### src/tart_pkg.sv
package tart_pkg;

  localparam int unsigned TYPE_W  = 2;
  localparam int unsigned IDX_W   = 10;
  localparam int unsigned PAGE_W  = 8;
  localparam int unsigned COUNT_W = 11;
  localparam int unsigned EXT_W   = 13;
  localparam int unsigned MIP_W   = 5;
  localparam int unsigned COORD_W = 17;
  localparam int unsigned TOT_W   = 32;
  // ceil(sqrt(2**COUNT_W - 1)) = 46 columns at most
  localparam int unsigned COL_W   = 6;
  localparam int unsigned SQ_W    = 12;
  localparam int unsigned ADDR_W  = 4;
  localparam int unsigned DATA_W  = 32;

  localparam int unsigned TART_MAX_TILES  = 1024;
  localparam int unsigned TART_MAX_EXTENT = 4096;

  localparam logic [TYPE_W-1:0] REQ_TILE = 2'd0;
  localparam logic [TYPE_W-1:0] REQ_PAGE = 2'd1;
  localparam logic [TYPE_W-1:0] REQ_COPY = 2'd2;

  localparam logic [1:0] REG_COUNT  = 2'd0;
  localparam logic [1:0] REG_EXTENT = 2'd1;
  localparam logic [1:0] REG_MIP    = 2'd2;

  localparam logic [MIP_W-1:0] MIP_ONE = 5'd1;

  typedef struct packed {
    logic [TYPE_W-1:0] req_type;
    logic [IDX_W-1:0]  tile_index;
    logic [PAGE_W-1:0] page_number;
  } tart_in_t;

  typedef struct packed {
    logic               rect_valid;
    logic [COORD_W-1:0] rect_x;
    logic [COORD_W-1:0] rect_y;
    logic [EXT_W-1:0]   rect_width;
    logic [EXT_W-1:0]   rect_height;
    logic               need_page_alloc;
    logic               need_upload;
    logic [TOT_W-1:0]   hit_total;
    logic [TOT_W-1:0]   miss_total;
    logic [TOT_W-1:0]   alloc_total;
    logic [TOT_W-1:0]   copy_total;
  } tart_out_t;

  typedef struct packed {
    logic clr_step;
    logic load;
    logic div_step;
    logic mul;
    logic commit;
  } tart_cmd_t;

  typedef struct packed {
    logic clr_last;
    logic col_busy;
    logic rect_go;
    logic div_last;
    logic out_free;
  } tart_sts_t;

endpackage

### src/tart_stream_if.sv
interface tart_stream_if #(
  parameter type word_t = logic
);
  logic  valid;
  logic  ready;
  word_t word;

  modport source (output valid, output word, input ready);
  modport sink (input valid, input word, output ready);
endinterface

### src/tart_ctrl.sv
module tart_ctrl (
  input  logic                clk,
  input  logic                rst_n,
  input  logic                in_valid,
  output logic                in_ready,
  input  tart_pkg::tart_sts_t sts,
  output tart_pkg::tart_cmd_t cmd
);
  import tart_pkg::*;

  localparam logic [2:0] S_CLEAR = 3'd0;
  localparam logic [2:0] S_IDLE  = 3'd1;
  localparam logic [2:0] S_EVAL  = 3'd2;
  localparam logic [2:0] S_DIV   = 3'd3;
  localparam logic [2:0] S_MUL   = 3'd4;
  localparam logic [2:0] S_FIN   = 3'd5;

  logic [2:0] state_r;
  logic [2:0] state_nxt;

  always_comb begin
    state_nxt = state_r;
    cmd       = '0;
    in_ready  = 1'b0;
    case (state_r)
      S_CLEAR: begin
        cmd.clr_step = 1'b1;
        if (sts.clr_last) begin
          state_nxt = S_IDLE;
        end
      end
      S_IDLE: begin
        in_ready = !sts.col_busy;
        if (in_valid && !sts.col_busy) begin
          cmd.load  = 1'b1;
          state_nxt = S_EVAL;
        end
      end
      S_EVAL: begin
        state_nxt = sts.rect_go ? S_DIV : S_FIN;
      end
      S_DIV: begin
        cmd.div_step = 1'b1;
        if (sts.div_last) begin
          state_nxt = S_MUL;
        end
      end
      S_MUL: begin
        cmd.mul   = 1'b1;
        state_nxt = S_FIN;
      end
      S_FIN: begin
        if (sts.out_free) begin
          cmd.commit = 1'b1;
          state_nxt  = S_IDLE;
        end
      end
      default: begin
        state_nxt = S_IDLE;
      end
    endcase
  end

  always_ff @(posedge clk) begin
    if (!rst_n) begin
      state_r <= S_CLEAR;
    end else begin
      state_r <= state_nxt;
    end
  end
endmodule

### src/tart_dp.sv
module tart_dp #(
  parameter int unsigned MAX_TILES = tart_pkg::TART_MAX_TILES
) (
  input  logic                          clk,
  input  logic                          rst_n,
  input  tart_pkg::tart_in_t            in_word,
  input  tart_pkg::tart_cmd_t           cmd,
  output tart_pkg::tart_sts_t           sts,
  output logic                          out_valid,
  input  logic                          out_ready,
  output tart_pkg::tart_out_t           out_word,
  input  logic                          psel,
  input  logic                          penable,
  input  logic                          pwrite,
  input  logic [tart_pkg::ADDR_W-1:0]   paddr,
  input  logic [tart_pkg::DATA_W-1:0]   pwdata,
  output logic [tart_pkg::DATA_W-1:0]   prdata,
  output logic                          pready
);
  import tart_pkg::*;

  localparam int unsigned IDX_SPAN = 2 ** IDX_W;
  localparam int unsigned DEPTH    = (MAX_TILES < IDX_SPAN) ? MAX_TILES : IDX_SPAN;
  localparam int unsigned AW       = (DEPTH > 1) ? $clog2(DEPTH) : 1;
  localparam int unsigned DCNT_W   = $clog2(IDX_W);
  localparam int unsigned PX_W     = COL_W + EXT_W;
  localparam int unsigned PY_W     = IDX_W + EXT_W;

  // configuration
  logic [COUNT_W-1:0] count_r;
  logic [EXT_W-1:0]   extent_r;
  logic [MIP_W-1:0]   mip_r;
  logic [1:0]         reg_sel;
  logic               cfg_we;
  logic               cfg_hit;

  // column search
  logic [COL_W-1:0] col_r;
  logic [SQ_W-1:0]  sq_r;
  logic             col_busy_r;

  // item
  logic [TYPE_W-1:0] type_r;
  logic [IDX_W-1:0]  idx_r;
  logic [PAGE_W-1:0] page_r;
  logic              rd_r;

  // resident store
  logic          res_mem [DEPTH];
  logic [AW-1:0] clr_cnt_r;
  logic          mem_we;
  logic [AW-1:0] mem_wa;

  // divider
  logic [IDX_W-1:0]  q_r;
  logic [COL_W-1:0]  rem_r;
  logic [DCNT_W-1:0] div_cnt_r;
  logic [COL_W:0]    trial;
  logic              trial_ge;

  // products
  logic [PX_W-1:0]    px;
  logic [PY_W-1:0]    py;
  logic [COORD_W-1:0] rx_r;
  logic [COORD_W-1:0] ry_r;

  // state and counters
  logic             present_r;
  logic [TOT_W-1:0] hits_r;
  logic [TOT_W-1:0] misses_r;
  logic [TOT_W-1:0] allocs_r;
  logic [TOT_W-1:0] copies_r;
  logic             out_valid_r;
  tart_out_t        out_word_r;

  logic layout_ok;
  logic in_range;
  logic rect_go;
  logic copy_go;
  logic alloc_go;
  logic hit;
  logic miss;

  assign reg_sel = paddr[3:2];
  assign cfg_we  = psel && penable && pwrite;
  assign cfg_hit = cfg_we && (reg_sel == REG_COUNT || reg_sel == REG_EXTENT ||
                              reg_sel == REG_MIP);
  assign pready  = 1'b1;

  always_comb begin
    case (reg_sel)
      REG_COUNT:  prdata = DATA_W'(count_r);
      REG_EXTENT: prdata = DATA_W'(extent_r);
      REG_MIP:    prdata = DATA_W'(mip_r);
      default:    prdata = '0;
    endcase
  end

  always_ff @(posedge clk) begin
    if (!rst_n) begin
      count_r  <= '0;
      extent_r <= '0;
      mip_r    <= MIP_ONE;
    end else if (cfg_we) begin
      case (reg_sel)
        REG_COUNT:  count_r  <= pwdata[COUNT_W-1:0];
        REG_EXTENT: extent_r <= pwdata[EXT_W-1:0];
        REG_MIP:    mip_r    <= pwdata[MIP_W-1:0];
        default:    ;
      endcase
    end
  end

  // columns = smallest c >= 1 with c*c >= count; squares stepped by 2c+1
  always_ff @(posedge clk) begin
    if (!rst_n) begin
      col_r      <= COL_W'(1);
      sq_r       <= SQ_W'(1);
      col_busy_r <= 1'b0;
    end else if (cfg_hit) begin
      col_r      <= COL_W'(1);
      sq_r       <= SQ_W'(1);
      col_busy_r <= 1'b1;
    end else if (col_busy_r) begin
      if (sq_r >= SQ_W'(count_r)) begin
        col_busy_r <= 1'b0;
      end else begin
        col_r <= col_r + COL_W'(1);
        sq_r  <= sq_r + SQ_W'({col_r, 1'b1});
      end
    end
  end

  assign layout_ok = (count_r != '0) && (32'(count_r) <= 32'(MAX_TILES)) &&
                     (extent_r != '0) && (32'(extent_r) <= 32'(TART_MAX_EXTENT)) &&
                     (mip_r == MIP_ONE);
  assign in_range  = (COUNT_W'(idx_r) < count_r) && (32'(idx_r) < 32'(MAX_TILES));
  assign rect_go   = (type_r == REQ_TILE) && layout_ok && in_range;
  assign copy_go   = (type_r == REQ_COPY) && layout_ok && in_range && !rd_r;
  assign alloc_go  = (type_r == REQ_PAGE) && (page_r == '0) && !present_r;
  assign hit       = rect_go && rd_r;
  assign miss      = rect_go && !rd_r;

  always_ff @(posedge clk) begin
    if (cmd.load) begin
      type_r <= in_word.req_type;
      idx_r  <= in_word.tile_index;
      page_r <= in_word.page_number;
    end
  end

  assign mem_we = cmd.clr_step || (cmd.commit && copy_go);
  assign mem_wa = cmd.clr_step ? clr_cnt_r : idx_r[AW-1:0];

  always_ff @(posedge clk) begin
    if (mem_we) begin
      res_mem[mem_wa] <= !cmd.clr_step;
    end
    if (cmd.load) begin
      rd_r <= res_mem[in_word.tile_index[AW-1:0]];
    end
  end

  always_ff @(posedge clk) begin
    if (!rst_n) begin
      clr_cnt_r <= '0;
    end else if (cmd.clr_step) begin
      clr_cnt_r <= sts.clr_last ? '0 : clr_cnt_r + AW'(1);
    end
  end

  // restoring divide, one quotient bit per step
  assign trial    = {rem_r, q_r[IDX_W-1]};
  assign trial_ge = trial >= {1'b0, col_r};

  always_ff @(posedge clk) begin
    if (!rst_n) begin
      div_cnt_r <= '0;
    end else if (cmd.load) begin
      div_cnt_r <= '0;
    end else if (cmd.div_step) begin
      div_cnt_r <= div_cnt_r + DCNT_W'(1);
    end
  end

  always_ff @(posedge clk) begin
    if (cmd.load) begin
      q_r   <= in_word.tile_index;
      rem_r <= '0;
    end else if (cmd.div_step) begin
      rem_r <= trial_ge ? COL_W'(trial - {1'b0, col_r}) : COL_W'(trial);
      q_r   <= {q_r[IDX_W-2:0], trial_ge};
    end
  end

  assign px = PX_W'(rem_r) * PX_W'(extent_r);
  assign py = PY_W'(q_r) * PY_W'(extent_r);

  always_ff @(posedge clk) begin
    if (cmd.mul) begin
      rx_r <= px[COORD_W-1:0];
      ry_r <= py[COORD_W-1:0];
    end
  end

  always_ff @(posedge clk) begin
    if (!rst_n) begin
      present_r   <= 1'b0;
      hits_r      <= '0;
      misses_r    <= '0;
      allocs_r    <= '0;
      copies_r    <= '0;
      out_valid_r <= 1'b0;
    end else begin
      if (cmd.commit) begin
        out_valid_r <= 1'b1;
        if (alloc_go) begin
          present_r <= 1'b1;
          allocs_r  <= allocs_r + TOT_W'(1);
        end
        if (hit) begin
          hits_r <= hits_r + TOT_W'(1);
        end
        if (miss) begin
          misses_r <= misses_r + TOT_W'(1);
        end
        if (copy_go) begin
          copies_r <= copies_r + TOT_W'(1);
        end
      end else if (out_ready) begin
        out_valid_r <= 1'b0;
      end
    end
  end

  always_ff @(posedge clk) begin
    if (cmd.commit) begin
      out_word_r.rect_valid      <= rect_go;
      out_word_r.rect_x          <= rect_go ? rx_r : '0;
      out_word_r.rect_y          <= rect_go ? ry_r : '0;
      out_word_r.rect_width      <= rect_go ? extent_r : '0;
      out_word_r.rect_height     <= rect_go ? extent_r : '0;
      out_word_r.need_page_alloc <= miss && !present_r;
      out_word_r.need_upload     <= miss;
      out_word_r.hit_total       <= hits_r + TOT_W'(hit);
      out_word_r.miss_total      <= misses_r + TOT_W'(miss);
      out_word_r.alloc_total     <= allocs_r + TOT_W'(alloc_go);
      out_word_r.copy_total      <= copies_r + TOT_W'(copy_go);
    end
  end

  assign out_valid = out_valid_r;
  assign out_word  = out_word_r;

  assign sts.clr_last = (clr_cnt_r == AW'(DEPTH - 1));
  assign sts.col_busy = col_busy_r;
  assign sts.rect_go  = rect_go;
  assign sts.div_last = (div_cnt_r == DCNT_W'(IDX_W - 1));
  assign sts.out_free = !out_valid_r || out_ready;
endmodule

### src/texture_atlas_residency_tracker_core.sv
// A tile request that returns a rectangle is loaded, evaluated, put through a 10-step
// index divide and a multiply, then committed once the output is free; other words go
// straight from evaluation to commit. No new request is taken until the last commits.
// After a write to the count, extent or mip register the column search holds off input.
// Reset (rst_n low, synchronous) clears counters and page state, then a clearing
// pass over min(MAX_TILES, 1024) entries wipes the resident marks before input is taken.
module texture_atlas_residency_tracker_core #(
  parameter int unsigned MAX_TILES = tart_pkg::TART_MAX_TILES
) (
  input  logic                        clk,
  input  logic                        rst_n,
  tart_stream_if.sink                 in_stream,
  tart_stream_if.source               out_stream,
  input  logic                        psel,
  input  logic                        penable,
  input  logic                        pwrite,
  input  logic [tart_pkg::ADDR_W-1:0] paddr,
  input  logic [tart_pkg::DATA_W-1:0] pwdata,
  output logic [tart_pkg::DATA_W-1:0] prdata,
  output logic                        pready
);
  import tart_pkg::*;

  tart_cmd_t cmd;
  tart_sts_t sts;
  logic      in_ready;
  logic      out_valid;
  tart_out_t out_word;

  tart_ctrl u_ctrl (
    .clk      (clk),
    .rst_n    (rst_n),
    .in_valid (in_stream.valid),
    .in_ready (in_ready),
    .sts      (sts),
    .cmd      (cmd)
  );

  tart_dp #(
    .MAX_TILES (MAX_TILES)
  ) u_dp (
    .clk       (clk),
    .rst_n     (rst_n),
    .in_word   (in_stream.word),
    .cmd       (cmd),
    .sts       (sts),
    .out_valid (out_valid),
    .out_ready (out_stream.ready),
    .out_word  (out_word),
    .psel      (psel),
    .penable   (penable),
    .pwrite    (pwrite),
    .paddr     (paddr),
    .pwdata    (pwdata),
    .prdata    (prdata),
    .pready    (pready)
  );

  assign in_stream.ready  = in_ready;
  assign out_stream.valid = out_valid;
  assign out_stream.word  = out_word;
endmodule

### src/flat_wrapper.sv
// flat-port wrapper written by rule: the top's interface ports become plain ports
module texture_atlas_residency_tracker_core_flat import tart_pkg::*;
#(
  parameter int unsigned MAX_TILES = tart_pkg::TART_MAX_TILES
)
  (clk, rst_n, psel, penable, pwrite, paddr, pwdata, prdata, pready, in_stream_valid, in_stream_word, in_stream_ready, out_stream_valid, out_stream_word, out_stream_ready);
  tart_stream_if #(.word_t(tart_in_t)) in_stream_i ();
  tart_stream_if #(.word_t(tart_out_t)) out_stream_i ();
  input  logic clk;
  input  logic rst_n;
  input  logic psel;
  input  logic penable;
  input  logic pwrite;
  input  logic [tart_pkg::ADDR_W-1:0] paddr;
  input  logic [tart_pkg::DATA_W-1:0] pwdata;
  output logic [tart_pkg::DATA_W-1:0] prdata;
  output logic pready;
  input wire logic [$bits(in_stream_i.valid)-1:0] in_stream_valid;
  input wire logic [$bits(in_stream_i.word)-1:0] in_stream_word;
  output wire logic [$bits(in_stream_i.ready)-1:0] in_stream_ready;
  output wire logic [$bits(out_stream_i.valid)-1:0] out_stream_valid;
  output wire logic [$bits(out_stream_i.word)-1:0] out_stream_word;
  input wire logic [$bits(out_stream_i.ready)-1:0] out_stream_ready;
  assign in_stream_i.valid = in_stream_valid;
  assign in_stream_i.word = in_stream_word;
  assign in_stream_ready = in_stream_i.ready;
  assign out_stream_valid = out_stream_i.valid;
  assign out_stream_word = out_stream_i.word;
  assign out_stream_i.ready = out_stream_ready;
  texture_atlas_residency_tracker_core #(.MAX_TILES(MAX_TILES)) u_core (.clk(clk), .rst_n(rst_n), .in_stream(in_stream_i), .out_stream(out_stream_i), .psel(psel), .penable(penable), .pwrite(pwrite), .paddr(paddr), .pwdata(pwdata), .prdata(prdata), .pready(pready));
endmodule
### config.mk
export PLATFORM = sky130hd
export DESIGN_NAME = texture_atlas_residency_tracker_core_flat
export DESIGN_NICKNAME = d
export VERILOG_FILES = /design/src/tart_pkg.sv /design/src/tart_stream_if.sv /design/src/tart_ctrl.sv /design/src/tart_dp.sv /design/src/texture_atlas_residency_tracker_core.sv /design/src/flat_wrapper.sv
export SDC_FILE = /design/constraint.sdc
export NUM_CORES = 2
export LEC_CHECK = 0
export BUFFER_PORTS_ARGS = -buffer_cell sky130_fd_sc_hd__buf_2
export CAP_MARGIN = 25
export CORE_AREA = 5 5 364 366
export DETAILED_ROUTE_END_ITERATION = 16
export DIE_AREA = 0 0 369 371
export PLACE_DENSITY = 0.72
export SLEW_MARGIN = 40
export SYNTH_ARGS = -nofsm -noshare
export SYNTH_HDL_FRONTEND = slang
export SYNTH_SLANG_ARGS = --single-unit
### constraint.sdc
create_clock -name clk -period 23.8 [get_ports clk]
set_input_delay 0 -clock clk [delete_from_list [all_inputs] [get_ports clk]]
set_output_delay 0 -clock clk [all_outputs]
set_load 0.01 [all_outputs]
==> flow_summary.ini <==
[setup_path]
cp_cell_sequence = nand2_1, fa_1, fa_1, inv_1, fa_1, fa_1, inv_1, fa_1, inv_1, ha_1, and3_1, and3_1, nor2_1, a21oi_1, a31o_2, xnor2_1
critical_path_class = reg -> reg
critPathMaxStageDelay_ns = 0.85
critPathMaxFanout = 20
cp-end-kind = flop
critical-path-top-delay-family = adder cells
critical_path.most_common_cell = fa_1
cp-start-kind = flop
critPathBufInv = 3
critPathSlowestCell = dfxtp_1
required_ns = 24.37
arrival_ns = 6.11

[routing]
num_vias = 45998
wire_per_inst_um = 23.58
first_iter_violations = 5783
final_antenna_net_count = 0
routed_wl_mm = 177.9
dr.pass1.iters = 7
drt-vias-per-instance = 6.098
route.detailed.drc = 0

[clocking]
numCtsBuffers = 149
cts.sinks = 1468
cts_buffer_depth = 3
cts-root-buf = clkbuf_16
cts_tree = done
clk_latency_ns = 0.78
post_cts_buffers = 0
cts.clk_slew.worst_paths_ns = 0.06
cts_hold_buf = 54
post_cts_resize_count = 0
cts.htree.levels = 4

[floorplanning]
die_h_um = 371
initial_utilization = 0.5456
core_mm2 = 0.1288
placementRows = 132
ios = 289
die_area_mm2 = 0.1369
fp.dieW_um = 369

[sta]
rsz0062_at_grt = false
relSlewSlack = 0.3335
finalHoldViolations = 0
fin_skew_ns = 0.02483
setup_viol = 0
fin_tns_setup_ns = 0
max_freq_ghz = 0.1806
worst_pin_slew_ns = 0.9961
min_period_over_period = 0.2327
drv_slew = 0
finalCriticalPeriod_ns = 5.539

[place]
port_buffers = 247
place_congestion = 0.8577
hpwlAfterDp_mm = 105.0

[worst_hold_path]
hold_path.class = in -> reg

[final_layout]
drive_above_1_share = 0.1607
area_growth_syn_to_layout_pct = 11.53
n_fill_cell = 9871
finish.net_count = 6028
final_util = 0.6084

[job]
maxCapViolations = 0

[logic_synthesis]
avgSynthCellArea_um2 = 12.48
yosysTopAreaCellShare = 0.5413
ys_top_cells_by_area = edfxtp_1, mux4_2, nor2_1
synth_edf_count = 1267
synth_top_area_cell = edfxtp_1
yosysWarningCount = 0
synth_seq_area_share = 0.5986
post_synth_num_cell_types = 76
ys_ff_latch = 1468
synth_flop_cell = edfxtp_1
syn_area_mm2 = 0.07028
yosysMostFrequentCell = edfxtp_1
async_reset_ff_frac = 0
netlist_top_cells_count = edfxtp_1, nor2_1, nand2_1, mux4_2, clkbuf_1
netlist_instances = 5633

[grt]
grt_pass1_vias = 44772
grt.total_usage = 0.2578
grt_max_degree = 169
grt_overflow = 0
antenna_found_initial = 7
grt_pass1_wl_mm = 269.7

[status]
status = finished clean

[pwr]
p_total_mw = 5.750
power_density_mw_per_mm2 = 73.35
vdd_drop_max_uv = 78.15
p_leak_nw = 25.92
[cell type report]
type	count	area (µm²)	area share
antenna	5	12.51	0.0001596
clock inverter	85	734.5	0.009370
sequential	1468	42070	0.5367
inverter	187	716.9	0.009147
tap	1675	2096	0.02674
clock buffer	188	4021	0.05131
timing repair buffer	394	2653	0.03384
multi-input combinational	3541	26080	0.3327
[kinds of logic (layout without fill, tap and decap cells)]
group / count (synthesis) / after routing / share of synthesized area
xor+xnor: 215 / 215 / 0.02679
mux: 342 / 342 / 0.09681
flops: 1468 / 1468 / 0.5986
fa+ha+maj: 224 / 224 / 0.05259
other cells: 2 / 25 / 0.0001069
simple gates: 2272 / 2272 / 0.1417
buf+inv: 642 / 854 / 0.03877
compound gates: 468 / 468 / 0.04465
[metrics by stage]
step	cell area [µm²]	hold WS [ns]	setup WS [ns]	cells
after floorplan	70350	0.09887	3.906	5651
after detailed placement	72970	0.1810	18.22	7208
final	78380	0.06814	18.26	7543
after global placement	72750	0.1785	18.24	7203
after global routing	78370	0.05502	17.97	7540
after CTS	78270	0.005537	18.22	7535
[final timing paths]
| check | depth (start not counted) | slack, ns | startpoint | end |
|---|---|---|---|---|
| worst max-delay path | 16 | 18.26 | u_core.u_dp.extent_r[0] | u_core.u_dp.ry_r[16] |
| worst min-delay path | 4 | 0.07 | pwdata[8] | u_core.u_dp.count_r[8] |
| worst max register to register | 16 | 18.26 | u_core.u_dp.extent_r[0] | u_core.u_dp.ry_r[16] |
| worst min register to register | 1 | 0.48 | u_core.u_dp.sq_r[11] | u_core.u_dp.sq_r[11] |
[worst reg2reg max path, cell delays in order (launching register included)]
cell     delay [ns]
dfxtp_1        0.85
nand2_1        0.19
fa_1           0.54
fa_1           0.54
inv_1          0.06
fa_1           0.51
fa_1           0.54
inv_1          0.05
fa_1           0.52
inv_1          0.04
ha_1           0.35
and3_1         0.19
and3_1         0.20
nor2_1         0.11
a21oi_1        0.11
a31o_2         0.30
xnor2_1        0.24
[cell usage in the layout, fill, tap and decap left out, types with 48 or more instances in the layout]
cell / instances
dlygate4sd3_1: 54
a21oi_1: 125
buf_4: 79
mux2i_1: 70
and2_1: 146
xnor2_1: 121
mux4_2: 270
ha_1: 105
edfxtp_1: 1267
nand2_1: 416
dfxtp_1: 201
inv_1: 182
nand3_1: 88
clkbuf_16: 154
xor2_1: 94
nor3_1: 48
o21ai_0: 66
fa_1: 119
nand4_1: 56
buf_2: 243
nor2_1: 1231
[per-layer routing]
| layer | vias to the layer above | routed length (µm) | track usage |
|---|---|---|---|
| met3 | 360 | 18600 | 0.05735 |
| met4 | 2 | 5983 | 0.08496 |
| met5 | - | 13 | 0 |
| met2 | 2257 | 84860 | 0.4201 |
| met1 | 23114 | 68430 | 0.3481 |
| li1 | 20265 | - | - |
[sequential cells by signal, indices dropped and copies added (netlist names), 11 cells and up]
signal                count
u_core.u_dp.copies_r     32
u_core.u_dp.out_word    178
u_core.u_dp.ry_r         17
u_core.u_dp.rx_r         17
u_core.u_dp.allocs_r     32
u_core.u_dp.hits_r       32
u_core.u_dp.extent_r     13
u_core.u_dp.misses_r     32
u_core.u_dp.sq_r         12
u_core.u_dp.count_r      11
u_core.u_dp.res_mem    1024
[report_power, final]
part	switching, mW	total (mW)	internal, mW
logic	0.375	0.512	0.137
registers	0.0323	2.94	2.91
clock network	0.990	2.30	1.31
total	1.40	5.75	4.35
Power figures use the tool's default switching activity.
